$ cat src/sv/assert_macros.svh
// ---------------------------------------------------------------------------
// Assertion macros
// Shared concurrent assertion forms, clocked and disabled while in reset.
// ---------------------------------------------------------------------------
`ifndef ASSERT_MACROS_SVH
`define ASSERT_MACROS_SVH

// Same-cycle implication: cons must hold whenever ante holds.
`define TEM_ASSERT_IMP(lbl, clk, rst_n, ante, cons, msg) \
	lbl: assert property (@(posedge clk) disable iff (!rst_n) (ante) |-> (cons)) \
		else $error(msg);

// Next-cycle implication: cons must hold in the cycle after ante.
`define TEM_ASSERT_NEXT(lbl, clk, rst_n, ante, cons, msg) \
	lbl: assert property (@(posedge clk) disable iff (!rst_n) (ante) |=> (cons)) \
		else $error(msg);

`endif

$ cat src/sv/tem_pkg.sv
// ---------------------------------------------------------------------------
// Text extent measure package
// Shared types and constants for the text extent measure block.
// ---------------------------------------------------------------------------
package tem_pkg;

	localparam int S_TDATA_W = 40;
	localparam int M_TDATA_W = 40;
	localparam int SUM_W = 20;
	localparam int LH_W = 12;

	localparam logic [SUM_W-1:0] SUM_MAX = '1;
	localparam logic [7:0] NEWLINE_BYTE = 8'h0A;
	localparam logic [7:0] CARET_BYTE = 8'h5E;
	localparam int ESC_LEN = 3;

	typedef logic [1:0] esc_cnt_t;
	localparam esc_cnt_t ESC_LAST = esc_cnt_t'(ESC_LEN - 1);

	// Input beat kinds carried on tuser.
	typedef enum logic [1:0] {
		OP_LOAD = 2'd0,
		OP_TEXT = 2'd1,
		OP_END  = 2'd2
	} op_t;

	// Work handed from the front end to the measuring stage.
	typedef enum logic [1:0] {
		UOP_NONE,
		UOP_PLAIN,
		UOP_CARET,
		UOP_END
	} uop_kind_t;

	typedef struct packed {
		uop_kind_t kind;
		logic [7:0] code;
	} uop_t;

	typedef enum logic {
		FE_STREAM,
		FE_REPLAY
	} fe_state_t;

	typedef struct packed {
		logic signed [7:0] xoffset;
		logic [7:0] width;
		logic [7:0] advance;
	} glyph_data_t;

	typedef struct packed {
		logic en;
		logic [7:0] code;
		logic present;
		glyph_data_t data;
	} gwr_t;

endpackage

$ cat src/sv/tem_front.sv
// ---------------------------------------------------------------------------
// Front end
// Decodes input beats, tracks colour escapes and replays cut-off escapes.
// ---------------------------------------------------------------------------
module tem_front import tem_pkg::*; (
	input  logic                 clk,
	input  logic                 arst_n,
	input  logic                 s_tvalid,
	output logic                 s_tready,
	input  logic [S_TDATA_W-1:0] s_tdata,
	input  logic [1:0]           s_tuser,
	input  logic                 end_busy,
	output uop_t                 uop,
	output gwr_t                 gwr
);

	fe_state_t state_q, state_d;
	logic esc_pending_q;
	esc_cnt_t esc_cnt_q;
	esc_cnt_t rp_idx_q;
	logic [7:0] esc_buf_q [2];
	logic [7:0] code;
	logic accept;

	assign code = s_tdata[7:0];
	assign accept = s_tvalid && s_tready;

	always_comb begin
		state_d = state_q;
		case (state_q)
			FE_STREAM: begin
				if (accept && s_tuser == OP_END && esc_pending_q) begin
					state_d = FE_REPLAY;
				end
			end
			FE_REPLAY: begin
				if (rp_idx_q == esc_cnt_q) begin
					state_d = FE_STREAM;
				end
			end
			default: state_d = FE_STREAM;
		endcase
	end

	always_comb begin
		s_tready = 1'b0;
		uop.kind = UOP_NONE;
		uop.code = code;
		gwr.en = 1'b0;
		gwr.code = code;
		gwr.present = s_tdata[8];
		gwr.data.xoffset = s_tdata[16:9];
		gwr.data.width = s_tdata[24:17];
		gwr.data.advance = s_tdata[32:25];
		case (state_q)
			FE_STREAM: begin
				s_tready = (s_tuser != OP_END) || !end_busy;
				if (s_tvalid && s_tready) begin
					case (s_tuser)
						OP_LOAD: gwr.en = 1'b1;
						OP_TEXT: begin
							if (!esc_pending_q) begin
								uop.kind = (code == CARET_BYTE) ? UOP_CARET : UOP_PLAIN;
							end
						end
						OP_END: begin
							if (esc_pending_q) begin
								uop.kind = UOP_PLAIN;
								uop.code = CARET_BYTE;
							end else begin
								uop.kind = UOP_END;
							end
						end
						default: ;
					endcase
				end
			end
			FE_REPLAY: begin
				if (rp_idx_q < esc_cnt_q) begin
					uop.kind = UOP_PLAIN;
					uop.code = esc_buf_q[rp_idx_q[0]];
				end else begin
					uop.kind = UOP_END;
				end
			end
			default: ;
		endcase
	end

	always_ff @(posedge clk or negedge arst_n) begin
		if (!arst_n) begin
			state_q <= FE_STREAM;
			esc_pending_q <= 1'b0;
			esc_cnt_q <= '0;
			rp_idx_q <= '0;
		end else begin
			state_q <= state_d;
			if (accept) begin
				case (s_tuser)
					OP_TEXT: begin
						if (esc_pending_q) begin
							if (esc_cnt_q == ESC_LAST) begin
								esc_pending_q <= 1'b0;
								esc_cnt_q <= '0;
							end else begin
								esc_cnt_q <= esc_cnt_q + esc_cnt_t'(1);
							end
						end else if (code == CARET_BYTE) begin
							esc_pending_q <= 1'b1;
							esc_cnt_q <= '0;
						end
					end
					OP_END: begin
						esc_pending_q <= 1'b0;
						rp_idx_q <= '0;
					end
					default: ;
				endcase
			end
			if (state_q == FE_REPLAY) begin
				if (rp_idx_q < esc_cnt_q) begin
					rp_idx_q <= rp_idx_q + esc_cnt_t'(1);
				end else begin
					esc_cnt_q <= '0;
				end
			end
		end
	end

	// Only the first two escape bytes can ever be replayed.
	always_ff @(posedge clk) begin
		if (accept && s_tuser == OP_TEXT && esc_pending_q && esc_cnt_q != ESC_LAST) begin
			esc_buf_q[esc_cnt_q[0]] <= code;
		end
	end

endmodule

$ cat config.mk
export PLATFORM = sky130hd
export DESIGN_NAME = tem_front
export DESIGN_NICKNAME = d
export VERILOG_FILES = /design/src/sv/assert_macros.svh /design/src/sv/tem_pkg.sv /design/src/sv/tem_front.sv
export SDC_FILE = /design/constraint.sdc
export NUM_CORES = 1
export LEC_CHECK = 0
export ABC_AREA = 1
export BUFFER_PORTS_ARGS = -buffer_cell sky130_fd_sc_hd__buf_2
export CAP_MARGIN = 10
export CORE_MARGIN = 4
export CORE_UTILIZATION = 43
export DETAILED_ROUTE_END_ITERATION = 10
export HOLD_SLACK_MARGIN = 0.05
export PLACE_DENSITY = 0.8
export SETUP_SLACK_MARGIN = 0.15
export SYNTH_ARGS = -nofsm -noshare
export SYNTH_HDL_FRONTEND = slang
export SYNTH_SLANG_ARGS = --single-unit
export TNS_END_PERCENT = 1
$ cat constraint.sdc
create_clock -name clk -period 2.48 [get_ports clk]
set_input_delay 0.744 -clock clk [delete_from_list [all_inputs] [get_ports clk]]
set_output_delay 0.744 -clock clk [all_outputs]
set_load 0.005 [all_outputs]
==> results of run 1 <==
==> placed cells by master, fill, tap and decap left out, drive strengths merged, types with 2 or more instances in the layout <==
master	count
buf	49
nand2	27
inv	22
nand3	21
nor2	20
edfxtp	16
o21ai	7
dfrtp	6
nand3b	5
ha	5
clkbuf	3
a21oi	2
nand4	2
==> metal layers <==
metal / track usage (%) / routed length (µm) / up-vias
li1: - / - / 571
met1: 17.09 / 1212 / 545
met2: 27.10 / 1637 / 53
met3: 2.530 / 282 / 5
met4: 6.853 / 61 / 0
met5: 0 / 0 / -
==> where the power goes <==
part           internal (mW)  leakage [nW]  switching, mW  total [mW]
clock network          0.164        0.0279          0.109       0.272
registers              0.395         0.207              0       0.395
logic                 0.0304         0.536         0.0368      0.0672
total                  0.589         0.770          0.146       0.734
==> area by class of cell <==
cell class	instances	area, µm²	share of cell area, %
flip-flops and latches	22	630.6	37.53
multi-input cells	93	550.5	32.76
repair buffers	49	292.8	17.42
inverters	23	91.34	5.436
well taps	44	55.05	3.276
clock inverters	1	30.03	1.787
clock buffers	3	22.52	1.340
repair inverters	1	7.507	0.4468
==> cells by family (layout without fill, tap and decap cells) <==
logic type,Yosys count,in the layout,share of synthesized area (%)
simple gates,76,77,25.21
buf+inv,58,77,23.77
flops,22,22,42.78
compound gates,11,11,3.990
fa+ha+maj,5,5,4.244
==> critical path, cell delays in order, from the launching register on <==
cell,delay [ns]
dfrtp_1,0.41
inv_2,0.11
ha_4,0.22
inv_4,0.05
o21bai_4,0.06
nor2_4,0.19
clkinvlp_4,0.17
nand3b_1,0.10
nand2_1,0.05
inv_1,0.04
buf_2,0.10
==> flip-flops by register name (all words and copies together) (netlist names) <==
| signal | flops |
|---|---|
| esc_buf_q | 16 |
| esc_cnt_q | 2 |
| rp_idx_q | 2 |
| esc_pending_q | 1 |
| state_q | 1 |
==> worst min path at each step <==
| stage | endpoint | from | cells after the start |
|---|---|---|---|
| finish | esc_pending_q | arst_n | 1 |
| global route | rp_idx_q[0] | arst_n | 1 |
| CTS | rp_idx_q[0] | arst_n | 1 |
| detailed placement | rp_idx_q[1] | rp_idx_q[1] | 1 |
| global placement | rp_idx_q[1] | rp_idx_q[1] | 1 |
| floorplan | esc_cnt_q[0] | arst_n | 0 |
==> repair_timing <==
action	in CTS	in global routing
setup buffers	2	1
resized for setup	11	4
pin swaps	8	5
endpoints found under the setup margin	11	11
gates cloned	2	0
==> per-stage QoR <==
stage | utilization [%] | hold slack [ns] | setup TNS, ns | worst slack (ns) | power, mW
3_5_place_dp | 48.65 | 0.4975 | -0.6078 | -0.08804 | 0.4676
5_1_grt | 53.29 | 0.2238 | -1.353 | -0.2098 | 0.7594
2_1_floorplan | - | 0.4484 | 0 | 0.1319 | 0.4689
4_1_cts | 52.42 | 0.2276 | -0.5852 | -0.09230 | 0.7395
6_report | 53.29 | 0.2335 | -0.5121 | -0.08557 | 0.7341
3_3_place_gp | 48.65 | 0.4783 | -0.4148 | -0.05614 | 0.4659
==> results.md, run 1 <==
- Area grow syn2layout: 14.01%
- CP endpoint: uop[6]
- Synthesis warning total: 0
- Post-DP HPWL: 2.187 mm
- Sequential fraction of the synthesis area: 42.78%
- Fillers: 294
- H-tree depth: 1
- Worst Setup SP: esc_cnt_q[1]
- Synth Flop Type: edfxtp_1
- Max clock buf depth: 2
- CTS Buf Count: 3
- Worst-path maximum fanout: 4
- Max-cap viol count: 0
- Most frequent cell after synthesis: buf_4
- Dominant cells by area after synthesis: edfxtp_1, buf_4, dfrtp_1, nand2_1, nand3_1
- Syn_nets: 223
- Unrepaired setup endpoints after global routing: yes
- Wirelength per Cell: 13.53 µm
- Placed insts: 227
- Post-synth EDFFs: 16
- Fin crit period: 2.566 ns
- Via count: 1174
- Vias in the first global route: 1154
- Mapped Area: 1474 µm²
- Drt total wl: 3.192 mm
- Static leakage: 0.7702 nW
- Die area: 4428 µm²
- First-pass GRT wire length: 5.057 mm
- Worst-Margin Slew: 0.2156 ns
- Final hold vios: 0
- Die height: 66.55 µm
- Area leader, netlist: edfxtp_1
- Initial Utilization: 46.75%
- R2r worst-path depth: 9
- Status: complete, but fails checks
- Critical path type: register to output port
- Diode count: 0
- Core area: 3153 µm²
- Hold WC Path Type: input pin to asynchronous set/reset pin
- CP endpoint kind: output port
- Asr flop ratio synth: 27.27%
- Failing checks: negative setup slack
- Crit path DAT: 1.82 ns
- #FFs+latches synth: 22
- Synth unique cells: 26
- Share of layout cells above drive strength 1: 38.02%
- Final clock skew: 0.001297 ns
- Clock transition at the registers of the reported paths: 0.12 ns
- Chip width: 66.55 µm
- Peak VDD IR: 0.3496 mV
- RePlAce Congestion: 0.7566
- CP Launch Type: register
- Final Instance Area: 1680 µm²
- PortBufs: 33
- DRT iter0 DRCs: 33
- WP data required: 1.74 ns
- Final setup vio count: 8
- Slew Limit Fails: 0
- Period Utilization, post-route: 103.5%
- Total GRT Usage: 15.02%
- Antenna-violating nets left: 0
- DRT Pass-1 Iters: 4
- Finished Layout Cells: 236
- Clk Latency, worst-skew pair: 0.31 ns
- Syn_area_per_cell: 8.569 µm²
- Slew margin rel.: 85.60%
- Row cnt: 20
- Worst r2r dst: rp_idx_q[0]
- Vias per inst: 4.975
- R2R setup slack: 0.86 ns
- DP Area: 1534 µm²
- TritonCTS Sinks: 22
- Synth cell count leaders: buf_4, nand2_1, nor2_1
- Largest net degree at the start of global routing: 14
- Initial antenna violation count: 0
- Aggregate global routing overflow: 0
- Fmax: 0.3898 GHz
- Yosys top cell area share: 32.60%
- # nets final: 244
- Worst R2R Start: esc_cnt_q[1]
- Min setup slack post-route: -0.08557 ns
- # DRC: 0
- CTS tree: built
- I/O pin total: 91
- Hold_buf cts: 0
- Root buffer cell: clkbuf_4
- Power per cell area: 436.9 nW/µm²
- Syn Inst Count: 172
(Power assumes the default switching activity.)
==> inputs of run 2 (changes only) <==
RECOVER_POWER = 100   (was unset)
==> results.md, run 2 (synthesis results as in run 1) <==
- First-pass GRT wire length: 5.057 mm
- Fin Setup TNS: -0.5365 ns
- Unrepaired setup endpoints after global routing: yes
- Max-cap viol count: 0
- Vias in the first global route: 1154
- Max clock buf depth: 2
- Slew margin rel.: 67.24%
- I/O pin total: 91
- DRT iter0 DRCs: 46
- CTS Buf Count: 3
- Share of layout cells above drive strength 1: 28.13%
- Total power: 0.7305 mW
- Final clock skew: 0.003584 ns
- Fmax: 0.3900 GHz
- Delay-heaviest family, CP: buffers and inverters
- Post-DP HPWL: 2.187 mm
- Diode count: 0
- Max incr delay on CP: 0.40 ns
- Drt total wl: 3.146 mm
- Clock transition at the registers of the reported paths: 0.12 ns
- TritonCTS Sinks: 22
- Area grow syn2layout: 11.29%
- CP Launch Type: register
- # nets final: 244
- Hold WC Path Type: input pin to asynchronous set/reset pin
- Crit path DAT: 1.82 ns
- Die height: 66.55 µm
- Worst-Margin Slew: 0.4914 ns
- Die area: 4428 µm²
- Final hold vios: 0
- CP max stage cell: dfrtp_1
- Via count: 1177
- Core area: 3153 µm²
- Slew Limit Fails: 0
- Worst path cell trace: inv_2 > ha_4 > inv_4 > o21bai_4 > nor2_4 > clkinvlp_4 > nand3b_1 > nand2_1 > inv_1 > buf_2
- RePlAce Congestion: 0.7566
- CP endpoint kind: output port
- Total GRT Usage: 15.02%
- PortBufs: 33
- Worst-path maximum fanout: 4
- Initial Utilization: 46.75%
- Largest net degree at the start of global routing: 14
- CTS tree: built
- R2r worst-path depth: 4
- Initial antenna violation count: 0
- Clk Latency, worst-skew pair: 0.31 ns
- Final setup vio count: 9
- Peak VDD IR: 0.3495 mV
- Chip width: 66.55 µm
- Aggregate global routing overflow: 0
- Number of flip-flops under the largest register name: 16
- # DRC: 0
- Min setup slack post-route: -0.08418 ns
- Failing checks: negative setup slack
- Period Utilization, post-route: 103.4%
- Antenna-violating nets left: 0
- Root buffer cell: clkbuf_4
- Commonest cells after routing, fill and taps aside: nand2_1, nor2_1, nand3_1, buf_2, edfxtp_1
- Status: complete, but fails checks
- DRT Pass-1 Iters: 4
- WP buf/inv: 5
- Static leakage: 0.7220 nW
- Power per cell area: 445.4 nW/µm²
- Row cnt: 20
- Fin crit period: 2.564 ns
- Hold_buf cts: 0
- H-tree depth: 1
- Most common cell after layout, fill and taps aside: nand2_1
- Critical path type: register to output port
- Vias per inst: 4.987
- Wirelength per Cell: 13.33 µm
- CP Depth: 10
- WP data required: 1.74 ns
- Hold slack: 0.2876 ns
[run 2: cell types whose count changed in the layout (fill, tap and decap cells not counted), sizes merged]
cell / change
buf: -18
clkbuf: +18
[run 2: path summary, 6_finish.rpt]
path,start,end,slack (ns)
worst max-delay path,esc_cnt_q[1],uop[6],-0.08
worst min-delay path,arst_n,rp_idx_q[0],0.29
worst max register to register,state_q,esc_buf_q[1][0],0.71
worst min register to register,state_q,state_q,0.57
max in group asynchronous,arst_n,esc_cnt_q[0],1.94
min in group clk,state_q,state_q,0.57
[run 2: cell type report]
| type | instances | area (µm²) |
|---|---|---|
| Clock buffer | 3 | 22.52 |
| Clock inverter | 1 | 30.03 |
| Fill cell | 308 | 1513 |
| Tap cell | 44 | 55.05 |
| Multi-Input combinational cell | 93 | 534.3 |
| Timing Repair inverter | 1 | 7.507 |
| Timing Repair Buffer | 49 | 269.0 |
| Inverter | 23 | 91.34 |
| Sequential cell | 22 | 630.6 |
[run 2: through the flow]
stage          utilization (%)  setup WS, ns  area [µm²]  instances
5_1_grt                  52.02       -0.2098        1640        236
6_report                 52.02      -0.08418        1640        236
3_3_place_gp             48.65      -0.05614        1534        227
2_1_floorplan                -        0.1319        1480        172
4_1_cts                  52.42      -0.09230        1653        235
3_5_place_dp             48.65      -0.08804        1534        227
[run 2: what timing repair did]
item,4_1_cts,5_1_grt
pin swaps,8,5
endpoints found under the setup margin,11,11
gates resized for setup,11,4
cloned,2,0
buffers inserted,2,1
[run 2: power breakdown]
part | switching, mW | total [mW] | leakage (nW) | internal [mW]
clock network | 0.109 | 0.273 | 0.0279 | 0.164
registers | 0 | 0.395 | 0.207 | 0.395
logic | 0.0361 | 0.0633 | 0.487 | 0.0272
total | 0.145 | 0.731 | 0.722 | 0.585
[run 2: metal layers]
layer	track usage [%]	share of wire [%]
met5	0	0
met4	6.853	2.0
met3	2.530	8.6
met2	27.10	52
met1	17.09	37
