## config.mk

```make
export PLATFORM = sky130hd
export DESIGN_NAME = tem_measure
export DESIGN_NICKNAME = d
export VERILOG_FILES = /design/src/sv/assert_macros.svh /design/src/sv/tem_pkg.sv /design/src/sv/tem_measure.sv
export SDC_FILE = /design/constraint.sdc
export NUM_CORES = 1
export LEC_CHECK = 0
export BUFFER_PORTS_ARGS = -buffer_cell sky130_fd_sc_hd__buf_4
export CAP_MARGIN = 20
export CELL_PAD_IN_SITES_DETAIL_PLACEMENT = 1
export CELL_PAD_IN_SITES_GLOBAL_PLACEMENT = 1
export CORE_UTILIZATION = 40
export DETAILED_ROUTE_END_ITERATION = 10
export PLACE_DENSITY_LB_ADDON = 0.1
export SYNTH_ARGS = -nofsm -noshare
export SYNTH_HDL_FRONTEND = slang
export SYNTH_SLANG_ARGS = --single-unit
```

## constraint.sdc

```tcl
create_clock -name clk -period 6.58 [get_ports clk]
set_input_delay 1.645 -clock clk [delete_from_list [all_inputs] [get_ports clk]]
set_output_delay 1.645 -clock clk [all_outputs]
set_load 0.01 [all_outputs]
```

## src/sv/assert_macros.svh

```systemverilog
// ---------------------------------------------------------------------------
// Assertion macros
// Shared concurrent assertion forms, clocked and disabled while in reset.
// ---------------------------------------------------------------------------
`ifndef ASSERT_MACROS_SVH
`define ASSERT_MACROS_SVH

// Same-cycle implication: cons must hold whenever ante holds.
`define TEM_ASSERT_IMP(lbl, clk, rst_n, ante, cons, msg) \
	lbl: assert property (@(posedge clk) disable iff (!rst_n) (ante) |-> (cons)) \
		else $error(msg);

// Next-cycle implication: cons must hold in the cycle after ante.
`define TEM_ASSERT_NEXT(lbl, clk, rst_n, ante, cons, msg) \
	lbl: assert property (@(posedge clk) disable iff (!rst_n) (ante) |=> (cons)) \
		else $error(msg);

`endif

```

## src/sv/tem_pkg.sv

```systemverilog
// ---------------------------------------------------------------------------
// Text extent measure package
// Shared types and constants for the text extent measure block.
// ---------------------------------------------------------------------------
package tem_pkg;

	localparam int S_TDATA_W = 40;
	localparam int M_TDATA_W = 40;
	localparam int SUM_W = 20;
	localparam int LH_W = 12;

	localparam logic [SUM_W-1:0] SUM_MAX = '1;
	localparam logic [7:0] NEWLINE_BYTE = 8'h0A;
	localparam logic [7:0] CARET_BYTE = 8'h5E;
	localparam int ESC_LEN = 3;

	typedef logic [1:0] esc_cnt_t;
	localparam esc_cnt_t ESC_LAST = esc_cnt_t'(ESC_LEN - 1);

	// Input beat kinds carried on tuser.
	typedef enum logic [1:0] {
		OP_LOAD = 2'd0,
		OP_TEXT = 2'd1,
		OP_END  = 2'd2
	} op_t;

	// Work handed from the front end to the measuring stage.
	typedef enum logic [1:0] {
		UOP_NONE,
		UOP_PLAIN,
		UOP_CARET,
		UOP_END
	} uop_kind_t;

	typedef struct packed {
		uop_kind_t kind;
		logic [7:0] code;
	} uop_t;

	typedef enum logic {
		FE_STREAM,
		FE_REPLAY
	} fe_state_t;

	typedef struct packed {
		logic signed [7:0] xoffset;
		logic [7:0] width;
		logic [7:0] advance;
	} glyph_data_t;

	typedef struct packed {
		logic en;
		logic [7:0] code;
		logic present;
		glyph_data_t data;
	} gwr_t;

endpackage

```

## src/sv/tem_measure.sv

```systemverilog
// ---------------------------------------------------------------------------
// Measuring stage
// Folds glyph metrics into line width, maximum width and height sums.
// ---------------------------------------------------------------------------
module tem_measure import tem_pkg::*; (
	input  logic                 clk,
	input  logic                 arst_n,
	input  logic                 cfg_valid,
	input  logic [LH_W-1:0]      cfg_data,
	input  uop_t                 uop,
	input  logic                 rd_present,
	input  glyph_data_t          rd_data,
	output logic                 end_busy,
	output logic                 m_tvalid,
	input  logic                 m_tready,
	output logic [M_TDATA_W-1:0] m_tdata
);

	uop_t uop_s1;
	logic [LH_W-1:0] line_height_q;
	logic [SUM_W-1:0] line_width_q;
	logic [SUM_W-1:0] max_width_q;
	logic [SUM_W-1:0] height_q;
	logic held_valid_q;
	glyph_data_t held_q;
	logic out_valid_q;
	logic [M_TDATA_W-1:0] out_data_q;

	logic is_nl;
	logic line_end;
	logic signed [9:0] d_end;
	logic signed [9:0] d_step;
	logic signed [21:0] lw_sum;
	logic [SUM_W-1:0] lw_fin;
	logic [SUM_W-1:0] max_fin;
	logic [SUM_W:0] h_sum;
	logic [SUM_W-1:0] h_sat;

	assign is_nl = uop_s1.code == NEWLINE_BYTE;
	assign line_end = (uop_s1.kind == UOP_PLAIN && is_nl) || uop_s1.kind == UOP_END;

	// A held glyph adds its drawn extent at a line end and its advance otherwise.
	always_comb begin
		d_end = $signed({{2{held_q.xoffset[7]}}, held_q.xoffset})
			+ $signed({2'b00, held_q.width});
		d_step = line_end ? d_end : $signed({2'b00, held_q.advance});
		lw_sum = $signed({2'b00, line_width_q}) + $signed({{12{d_step[9]}}, d_step});
		if (!held_valid_q) begin
			lw_fin = line_width_q;
		end else if (lw_sum[21]) begin
			lw_fin = '0;
		end else if (lw_sum[20]) begin
			lw_fin = SUM_MAX;
		end else begin
			lw_fin = lw_sum[SUM_W-1:0];
		end
		max_fin = (lw_fin > max_width_q) ? lw_fin : max_width_q;
		h_sum = {1'b0, height_q} + (SUM_W+1)'(line_height_q);
		h_sat = h_sum[SUM_W] ? SUM_MAX : h_sum[SUM_W-1:0];
	end

	always_ff @(posedge clk or negedge arst_n) begin
		if (!arst_n) begin
			uop_s1 <= '0;
			line_height_q <= '0;
			line_width_q <= '0;
			max_width_q <= '0;
			height_q <= '0;
			held_valid_q <= 1'b0;
			out_valid_q <= 1'b0;
		end else begin
			uop_s1 <= uop;
			if (cfg_valid) begin
				line_height_q <= cfg_data;
			end
			if (out_valid_q && m_tready) begin
				out_valid_q <= 1'b0;
			end
			case (uop_s1.kind)
				UOP_PLAIN: begin
					held_valid_q <= 1'b0;
					if (is_nl) begin
						height_q <= h_sat;
						max_width_q <= max_fin;
						line_width_q <= '0;
					end else begin
						line_width_q <= lw_fin;
						held_valid_q <= rd_present;
					end
				end
				UOP_CARET: begin
					line_width_q <= lw_fin;
					held_valid_q <= 1'b0;
				end
				UOP_END: begin
					out_valid_q <= 1'b1;
					line_width_q <= '0;
					max_width_q <= '0;
					height_q <= '0;
					held_valid_q <= 1'b0;
				end
				default: ;
			endcase
		end
	end

	always_ff @(posedge clk) begin
		if (uop_s1.kind == UOP_PLAIN && !is_nl && rd_present) begin
			held_q <= rd_data;
		end
		if (uop_s1.kind == UOP_END) begin
			out_data_q <= {h_sat, max_fin};
		end
	end

	assign end_busy = out_valid_q || uop_s1.kind == UOP_END;
	assign m_tvalid = out_valid_q;
	assign m_tdata = out_data_q;

endmodule

```

==> results by group, run 1 <==
GRT
  • Antenna violations before repair: 0
  • Vias in the first global route: 6965
  • Largest net degree at the start of global routing: 54
  • Global-route wire length before repair: 36500 um
  • Leftover overflow at the end of global routing: 0
  • GRT Util Overall: 21.9%

Placed design
  • Setup slack at placement: 0.148 ns
  • GPL Wtd Cong: 0.855
  • HPWL after detailed placement: 16000 um
  • IO Port Bufs: 92

Logic synthesis
  • Synth top area share: 25.3%
  • Fraction of the yosys area taken by sequential cells: 48.5%
  • Instance count of the mapped netlist: 766
  • Synth Warn #: 0
  • Post-synthesis cell type with the largest combined area: sky130_fd_sc_hd__dfrtp_1
  • FF+latch count, synth: 148
  • Area contributors post-synth: sky130_fd_sc_hd__dfrtp_1 (25%), sky130_fd_sc_hd__edfxtp_1 (23%), sky130_fd_sc_hd__ha_1 (7.5%), sky130_fd_sc_hd__mux2_2 (3.9%), sky130_fd_sc_hd__a22o_1 (3.7%)
  • Predominant post-synthesis flop cell: sky130_fd_sc_hd__dfrtp_1
  • Cell area after synthesis: 0.00830 sq mm
  • Synthesized Nets: 870
  • Average cell area after synthesis: 10.8 sq um
  • EDFF count, synth: 64
  • Share of flip-flops with an asynchronous set or reset after synthesis: 56.8%
  • Number of unique standard cell types used by synthesis: 86

Status
  • Status: complete, no violations

Clocking
  • Clock-pin slew of the registers on the worst-case setup and hold paths: 0.07 ns
  • Clock latency on the worst-skew pair: 0.43 ns
  • Clock Sink Count: 148
  • CTS H-tree depth: 4
  • Clock buffer depth: 2
  • Number of clock buffers inserted by TritonCTS: 17
  • CTS Root Buffer Type: sky130_fd_sc_hd__clkbuf_16
  • CTS tree: built

Detailed routing
  • Number of vias after detailed routing: 6482
  • DRC marker count from the first detailed-route iteration: 298
  • DRC violations left: 0
  • DR pass1 iterations: 4
  • Drt total wl: 22400 um
  • Post-DRT Antenna Nets: 0
  • WL per Instance: 19.4 um
  • Via-to-Cell Ratio: 5.61

Min path
  • Hold worst-path end: height_q[9]
  • Worst hold path cell count: 1
  • Class of the worst hold path: register to register
  • Worst hold path startpoint: height_q[9]

Power and ir drop
  • Part of the power in registers: 37.9%
  • Int Pwr: 0.00194 W
  • Power Dens Cells: 279 mW/mm^2
  • Worst-case vdd ir drop: 153 uV
  • Switching power: 0.000884 W
  • Clk pwr share: 35.0%
  • Combinational group share of total power: 27.1%
  • Leakage component of the power: 4.34 nW
  • Share of total power consumed by net switching: 31.3%

STA
  • Final setup viols: 0
  • Slew headroom: 48.1%
  • Worst clock skew: 0.0117 ns
  • Crit path setup slack, layout: 0.349 ns
  • Least-Margin Pin Slew: 0.778 ns
  • Total count of max-transition violations in the final report: 0
  • Max Clk Rate: 0.160 GHz
  • Period Utilization, post-route: 94.7%
  • Period minus WS final: 6.23 ns
  • Number of hold-slack violations in the final timing report: 0

Floorplan
  • Standard-cell rows: 52
  • Floorplan die area: 0.0213 sq mm
  • Die extent in x: 146 um
  • Core Area: 0.0203 sq mm
  • Vertical die dimension: 146 um
  • I/O Pins: 93
  • Starting utilization of the core area: 40.9%

Cells and area
  • Fraction of layout cells with a size suffix above 1: 25.9%
  • Leading cell types in the layout, fill and taps excluded: sky130_fd_sc_hd__buf_4 (113), sky130_fd_sc_hd__dfrtp_1 (84), sky130_fd_sc_hd__nand2_1 (64), sky130_fd_sc_hd__edfxtp_1 (64), sky130_fd_sc_hd__ha_1 (50)
  • Final net count: 976
  • Number of diodes: 0
  • Final standard cell utilization of the core: 49.9%
  • Commonest non-fill, non-tap cell in the layout: sky130_fd_sc_hd__buf_4
  • Area Overhead vs Synth: 22.0%

Worst setup path
  • Startpoint of the lowest-slack register-to-register path: held_q[8]
  • Slowest CP cell: sky130_fd_sc_hd__fa_1
  • Setup slack of the most critical reg-to-reg path: 0.35 ns
  • Critical path required time: 6.77 ns
  • Kind of capture point of the worst setup path: register
  • Startpoint types: register
  • Cell count of the worst reg-to-reg path: 29
  • Crit-path max cell delay: 0.41 ns
  • Worst r2r dst: m_tdata[4]
  • Worst endpoint data arrival time: 6.42 ns
  • Critical path peak fanout: 10
  • Setup Crit Path Kind: register to register

Run
  • Total of max-cap violations: 0
## layout make-up
class,instances,area [sq um]
inverter,40,150
clock inverter,11,113
clock buffer,21,482
tap,270,338
fill,2182,10200
multi-input combinational,548,4120
timing repair buffer,117,901
sequential,148,4020
## worst max-delay path: cells and delay by family, from the launching register on
family / cells / cell delay, ns
flip-flops: 1 / 0.37
AND/OR/NAND/NOR: 5 / 0.42
adder cells (fa/ha/maj): 4 / 1.34
AO/OA/AOI/OAI: 15 / 2.58
multiplexers: 2 / 0.63
XOR/XNOR: 1 / 0.14
buffers and inverters: 2 / 0.49
## repair_timing
action	4_1_cts	5_1_grt
setup endpoints to repair	0	40
resized for setup	0	24
hold buffers	0	0
setup buffers	0	6
## cell usage after synthesis (6+ instances only)
library cell                n
sky130_fd_sc_hd__buf_2      6
sky130_fd_sc_hd__nand2b_1   8
sky130_fd_sc_hd__a22o_1    35
sky130_fd_sc_hd__inv_1     39
sky130_fd_sc_hd__a21o_1    18
sky130_fd_sc_hd__mux2_2    29
sky130_fd_sc_hd__a211oi_1   7
sky130_fd_sc_hd__nand3_1   17
sky130_fd_sc_hd__xnor2_1   13
sky130_fd_sc_hd__mux2i_1    6
sky130_fd_sc_hd__clkbuf_1  18
sky130_fd_sc_hd__o21ai_1   10
sky130_fd_sc_hd__o21a_1    11
sky130_fd_sc_hd__dfrtp_1   84
sky130_fd_sc_hd__o22ai_1    6
sky130_fd_sc_hd__nor3_1    18
sky130_fd_sc_hd__nor2_1    40
sky130_fd_sc_hd__nand2_1   64
sky130_fd_sc_hd__ha_1      50
sky130_fd_sc_hd__edfxtp_1  64
sky130_fd_sc_hd__o21ai_0   41
sky130_fd_sc_hd__nand4_1    7
sky130_fd_sc_hd__nor2b_1    7
sky130_fd_sc_hd__xor2_1     8
sky130_fd_sc_hd__a21oi_1   52
## worst max path at each step
stage,startpoint,slack [ns],depth (start not counted),to
CTS,held_q[8],0.10,28,m_tdata[14]
global placement,held_q[8],0.24,27,m_tdata[1]
floorplan,held_q[8],0.54,28,m_tdata[10]
detailed placement,held_q[8],0.15,27,m_tdata[1]
global route,held_q[8],-0.06,30,m_tdata[14]
finish,held_q[8],0.35,29,m_tdata[4]
## sequential cells by signal (all words and copies together), names as in the netlist, 10 cells and up
signal,count
m_tdata,40
max_width_q,20
line_width_q,20
line_height_q,12
uop_s1,10
height_q,20
held_q,24
## through the flow
| stage | TNS (ns) | cells | power, W | cell area [sq um] | hold WS, ns |
|---|---|---|---|---|---|
| 4_1_cts | 0 | 1146 | 0.00277 | 9920 | 0.518 |
| 2_1_floorplan | 0 | 766 | 0.00154 | 8300 | 0.471 |
| 3_3_place_gp | 0 | 1114 | 0.00175 | 9330 | 0.495 |
| 6_report | 0 | 1155 | 0.00283 | 10100 | 0.514 |
| 3_5_place_dp | 0 | 1114 | 0.00177 | 9330 | 0.499 |
| 5_1_grt | -0.526 | 1155 | 0.00297 | 10100 | 0.539 |
## per-layer routing
| metal | track usage [%] | wire length, um |
|---|---|---|
| met1 | 27.1 | 9870 |
| met2 | 38.9 | 11600 |
| met3 | 3.69 | 664 |
| met4 | 7.08 | 282 |
| met5 | 0 | 0 |
## cells by family (layout without fill, tap and decap cells)
group / count (synthesis) / in the layout / synth area share, %
AOI/OAI and AO/OA: 237 / 237 / 20.1
xor gates and xnor gates: 21 / 21 / 2.21
adders and majority gates: 53 / 53 / 8.26
buffers and inverters: 70 / 189 / 3.53
DFF: 148 / 148 / 48.5
muxes: 36 / 36 / 4.84
and+or+nand+nor: 201 / 201 / 12.6
## power groups by stage
stage                     logic [W]  clock network (W)  registers (W)
after floorplan            0.000458                  0        0.00108
after global placement     0.000656                  0        0.00109
after detailed placement   0.000680                  0        0.00109
after CTS                  0.000686            0.00101        0.00107
after global routing       0.000839            0.00105        0.00108
final                      0.000765           0.000990        0.00107
Power figures use the tool's default switching activity.
==> run 2, diff against run 1 <==
--- a/config.mk
+++ b/config.mk
@@ -12,6 +12,7 @@
 export CORE_UTILIZATION = 40
 export DETAILED_ROUTE_END_ITERATION = 10
 export PLACE_DENSITY_LB_ADDON = 0.1
+export SKIP_CTS_REPAIR_TIMING = 1
 export SYNTH_ARGS = -nofsm -noshare
 export SYNTH_HDL_FRONTEND = slang
 export SYNTH_SLANG_ARGS = --single-unit
==> constraint.sdc (replaced) <==
create_clock -name clk -period 5.8 [get_ports clk]
set_input_delay 1.45 -clock clk [delete_from_list [all_inputs] [get_ports clk]]
set_output_delay 1.45 -clock clk [all_outputs]
set_load 0.01 [all_outputs]
==> run 2 against run 1 <==
Compared with the run above:
- the flow now finishes with violations (negative setup slack)
- non-clock buffer count grew 52
- sequential power grew 14%
- largest cell class unchanged
- critical path depth grew 2
- sequential share of layout area shrank 2.1 points
- critical path type unchanged
==> results by group, run 2 (synthesis gave the netlist of run 1 again) <==
Cells and area
  • Number of inserted filler cells in the final layout: 2223 (+1.9%)
  • Combined flip-flop and latch cell area: 0.00402 sq mm (unchanged)
  • Design area: 0.0107 sq mm (+5.5%)
  • Area of the multi-input gates: 0.00425 sq mm (+3.1%)
  • Final net count: 1028 (+5.3%)
  • Number of diodes: 0 (unchanged)
  • Area Overhead vs Synth: 28.6%
  • Largest register FFs: 40 (unchanged)
  • Commonest non-fill, non-tap cell in the layout: sky130_fd_sc_hd__buf_4
  • Fraction of layout cells with a size suffix above 1: 31.8% (+5.9 points)
  • Leading cell types in the layout, fill and taps excluded: sky130_fd_sc_hd__buf_4 (159), sky130_fd_sc_hd__dfrtp_1 (84), sky130_fd_sc_hd__edfxtp_1 (64)

STA
  • Period minus WS final: 5.90 ns (-0.331 ns)
  • Least-Margin Pin Slew: 1.01 ns (+0.229 ns)
  • Worst clock skew: 0.0139 ns (+0.00222 ns)
  • Slew headroom: 32.6% (-16 points)
  • Final setup viols: 35 (+35)
  • Crit path setup slack, layout: -0.100 ns (-0.449 ns)
  • Number of hold-slack violations in the final timing report: 0 (unchanged)
  • RSZ-0062 raised after global routing: true
  • Period Utilization, post-route: 102% (+7.0 points)
  • Max Clk Rate: 0.169 GHz (+5.6%)
  • Total count of max-transition violations in the final report: 0 (unchanged)

Worst setup path
  • Slowest CP cell: sky130_fd_sc_hd__edfxtp_1
  • Critical path required time: 5.98 ns (-0.79 ns)
  • Critical path's top delay family: compound AO/OA/AOI/OAI gates
  • Kind of capture point of the worst setup path: register
  • Startpoint types: register
  • Worst endpoint data arrival time: 6.08 ns (-0.34 ns)
  • Crit-path max cell delay: 0.39 ns (-0.02 ns)
  • Buffer and inverter count on the worst path: 4 (+2)
  • Setup Crit Path Kind: register to register
  • Critical path peak fanout: 8 (-2)

Detailed routing
  • Number of vias after detailed routing: 6810 (+5.1%)
  • WL per Instance: 20.2 um (+4.0%)
  • DRC violations left: 0 (unchanged)
  • Drt total wl: 24400 um (+8.6%)
  • DR pass1 iterations: 4 (unchanged)
  • Via-to-Cell Ratio: 5.64 (+0.53%)
  • Post-DRT Antenna Nets: 0 (unchanged)
  • DRC marker count from the first detailed-route iteration: 248 (-17%)

Placed design
  • HPWL after detailed placement: 17200 um (+7.5%)
  • IO Port Bufs: 92 (unchanged)
  • Setup slack at placement: -0.369 ns (-0.517 ns)
  • Placed cell areas: 0.00970 sq mm (+4.0%)
  • GPL Wtd Cong: 0.890 (+4.1%)

Floorplan
  • Vertical die dimension: 146 um (unchanged)
  • Die extent in x: 146 um (unchanged)
  • Starting utilization of the core area: 40.9% (unchanged)
  • Floorplan die area: 0.0213 sq mm (unchanged)
  • I/O Pins: 93 (unchanged)
  • Core Area: 0.0203 sq mm (unchanged)
  • Standard-cell rows: 52 (unchanged)

Clocking
  • CTS H-tree depth: 4 (unchanged)
  • CTS Root Buffer Type: sky130_fd_sc_hd__clkbuf_16
  • Clock buffer depth: 2 (unchanged)
  • CTS tree: built
  • Clock-pin slew of the registers on the worst-case setup and hold paths: 0.07 ns (about the same)
  • Clock Sink Count: 148 (unchanged)
  • Clock latency on the worst-skew pair: 0.44 ns (about the same)
  • Number of clock buffers inserted by TritonCTS: 17 (unchanged)

Power and ir drop
  • Switching power: 0.00110 W (+24%)
  • Worst-case vdd ir drop: 183 uV (+19%)
  • Combinational group share of total power: 31.4% (+4.3 points)
  • Pwr Total: 0.00337 W (+19%)
  • Leakage component of the power: 4.65 nW (+7.2%)
  • Int Pwr: 0.00227 W (+17%)
  • Share of total power consumed by net switching: 32.6% (+1.4 points)
  • Power Dens Cells: 316 mW/mm^2 (+13%)
  • Clk pwr share: 32.5% (-2.5 points)
  • Part of the power in registers: 36.1% (-1.8 points)

GRT
  • Met1 routing resource usage after global routing: 30.3% (+3.2 points)
  • Global-route wire length before repair: 38700 um (+6.1%)
  • Antenna violations before repair: 0 (unchanged)
  • Met2 global-route usage: 39.1% (+0.26 points)
  • Leftover overflow at the end of global routing: 0 (unchanged)
  • GRT Util Overall: 23.3% (+1.4 points)
  • Largest net degree at the start of global routing: 51 (-5.6%)
  • Top Usage Layer GRT: met2
  • Vias in the first global route: 7286 (+4.6%)
  • Global routing met3 resource utilization: 3.69% (unchanged)

Run
  • Total of max-cap violations: 0 (unchanged)

Status
  • Violated checks: negative setup slack
  • Status: finished, violations left

Min path
  • Class of the worst hold path: register to register
-- run 2: cell count changes in the layout (fill, tap and decap cells not counted), sizes merged --
| cell | previous run | this run |
|---|---|---|
| clkinvlp | 1 | 3 |
| clkinv | 6 | 3 |
| clkbuf | 22 | 20 |
| buf | 116 | 167 |
| inv | 43 | 47 |
-- run 2: power by group through the flow --
stage                     sequential, W  combinational [W]  clock (W)
after floorplan                 0.00123           0.000528          0
after global placement          0.00123           0.000829          0
after detailed placement        0.00124           0.000862          0
after CTS                       0.00122           0.000869    0.00112
after global routing            0.00123            0.00114    0.00116
final                           0.00122            0.00106    0.00110
-- run 2: routing by layer --
layer	part of all wire, %	vias up
met5	0	-
met4	2.2	0
met3	2.9	42
met2	49	121
met1	46	3462
li1	-	3185
-- run 2: through the flow --
stage	TNS (ns)	std cells	util [%]	hold WS, ns
3_3_place_gp	-3.84	1160	47.8	0.494
2_1_floorplan	0	766	-	0.471
6_report	-2.82	1207	52.6	0.513
3_5_place_dp	-12.44	1160	47.8	0.496
4_1_cts	-14.26	1192	50.6	0.517
5_1_grt	-12.14	1207	52.6	0.536
-- run 2: worst paths after layout --
path	start	endpoint	slack, ns	cells past startpoint
worst max-delay path	held_q[16]	m_tdata[17]	-0.1	31
worst max register to register	held_q[16]	m_tdata[17]	-0.1	31
worst min register to register	height_q[5]	height_q[5]	0.51	1
min in group asynchronous	arst_n	uop_s1[4]	0.96	1
max in group asynchronous	arst_n	line_width_q[6]	3.72	2
worst min-delay path	height_q[5]	height_q[5]	0.51	1
-- run 2: area by class of cell --
class | count | area share [%]
clock buffer | 18 | 4.02
clock inverter | 14 | 1.34
inverter | 40 | 1.41
multi-input combinational | 548 | 39.8
sequential | 148 | 37.7
tap | 270 | 3.16
timing repair buffer | 169 | 12.6
-- run 2: worst register-to-register path: cells and delay by family, from the launching register on --
kind	cells	cell delay, ns
and+or+nand+nor	6	0.82
DFF	1	0.39
adders and majority gates	4	1.14
muxes	1	0.11
buffers and inverters	4	0.69
AOI/OAI and AO/OA	15	2.36
xor gates and xnor gates	1	0.15
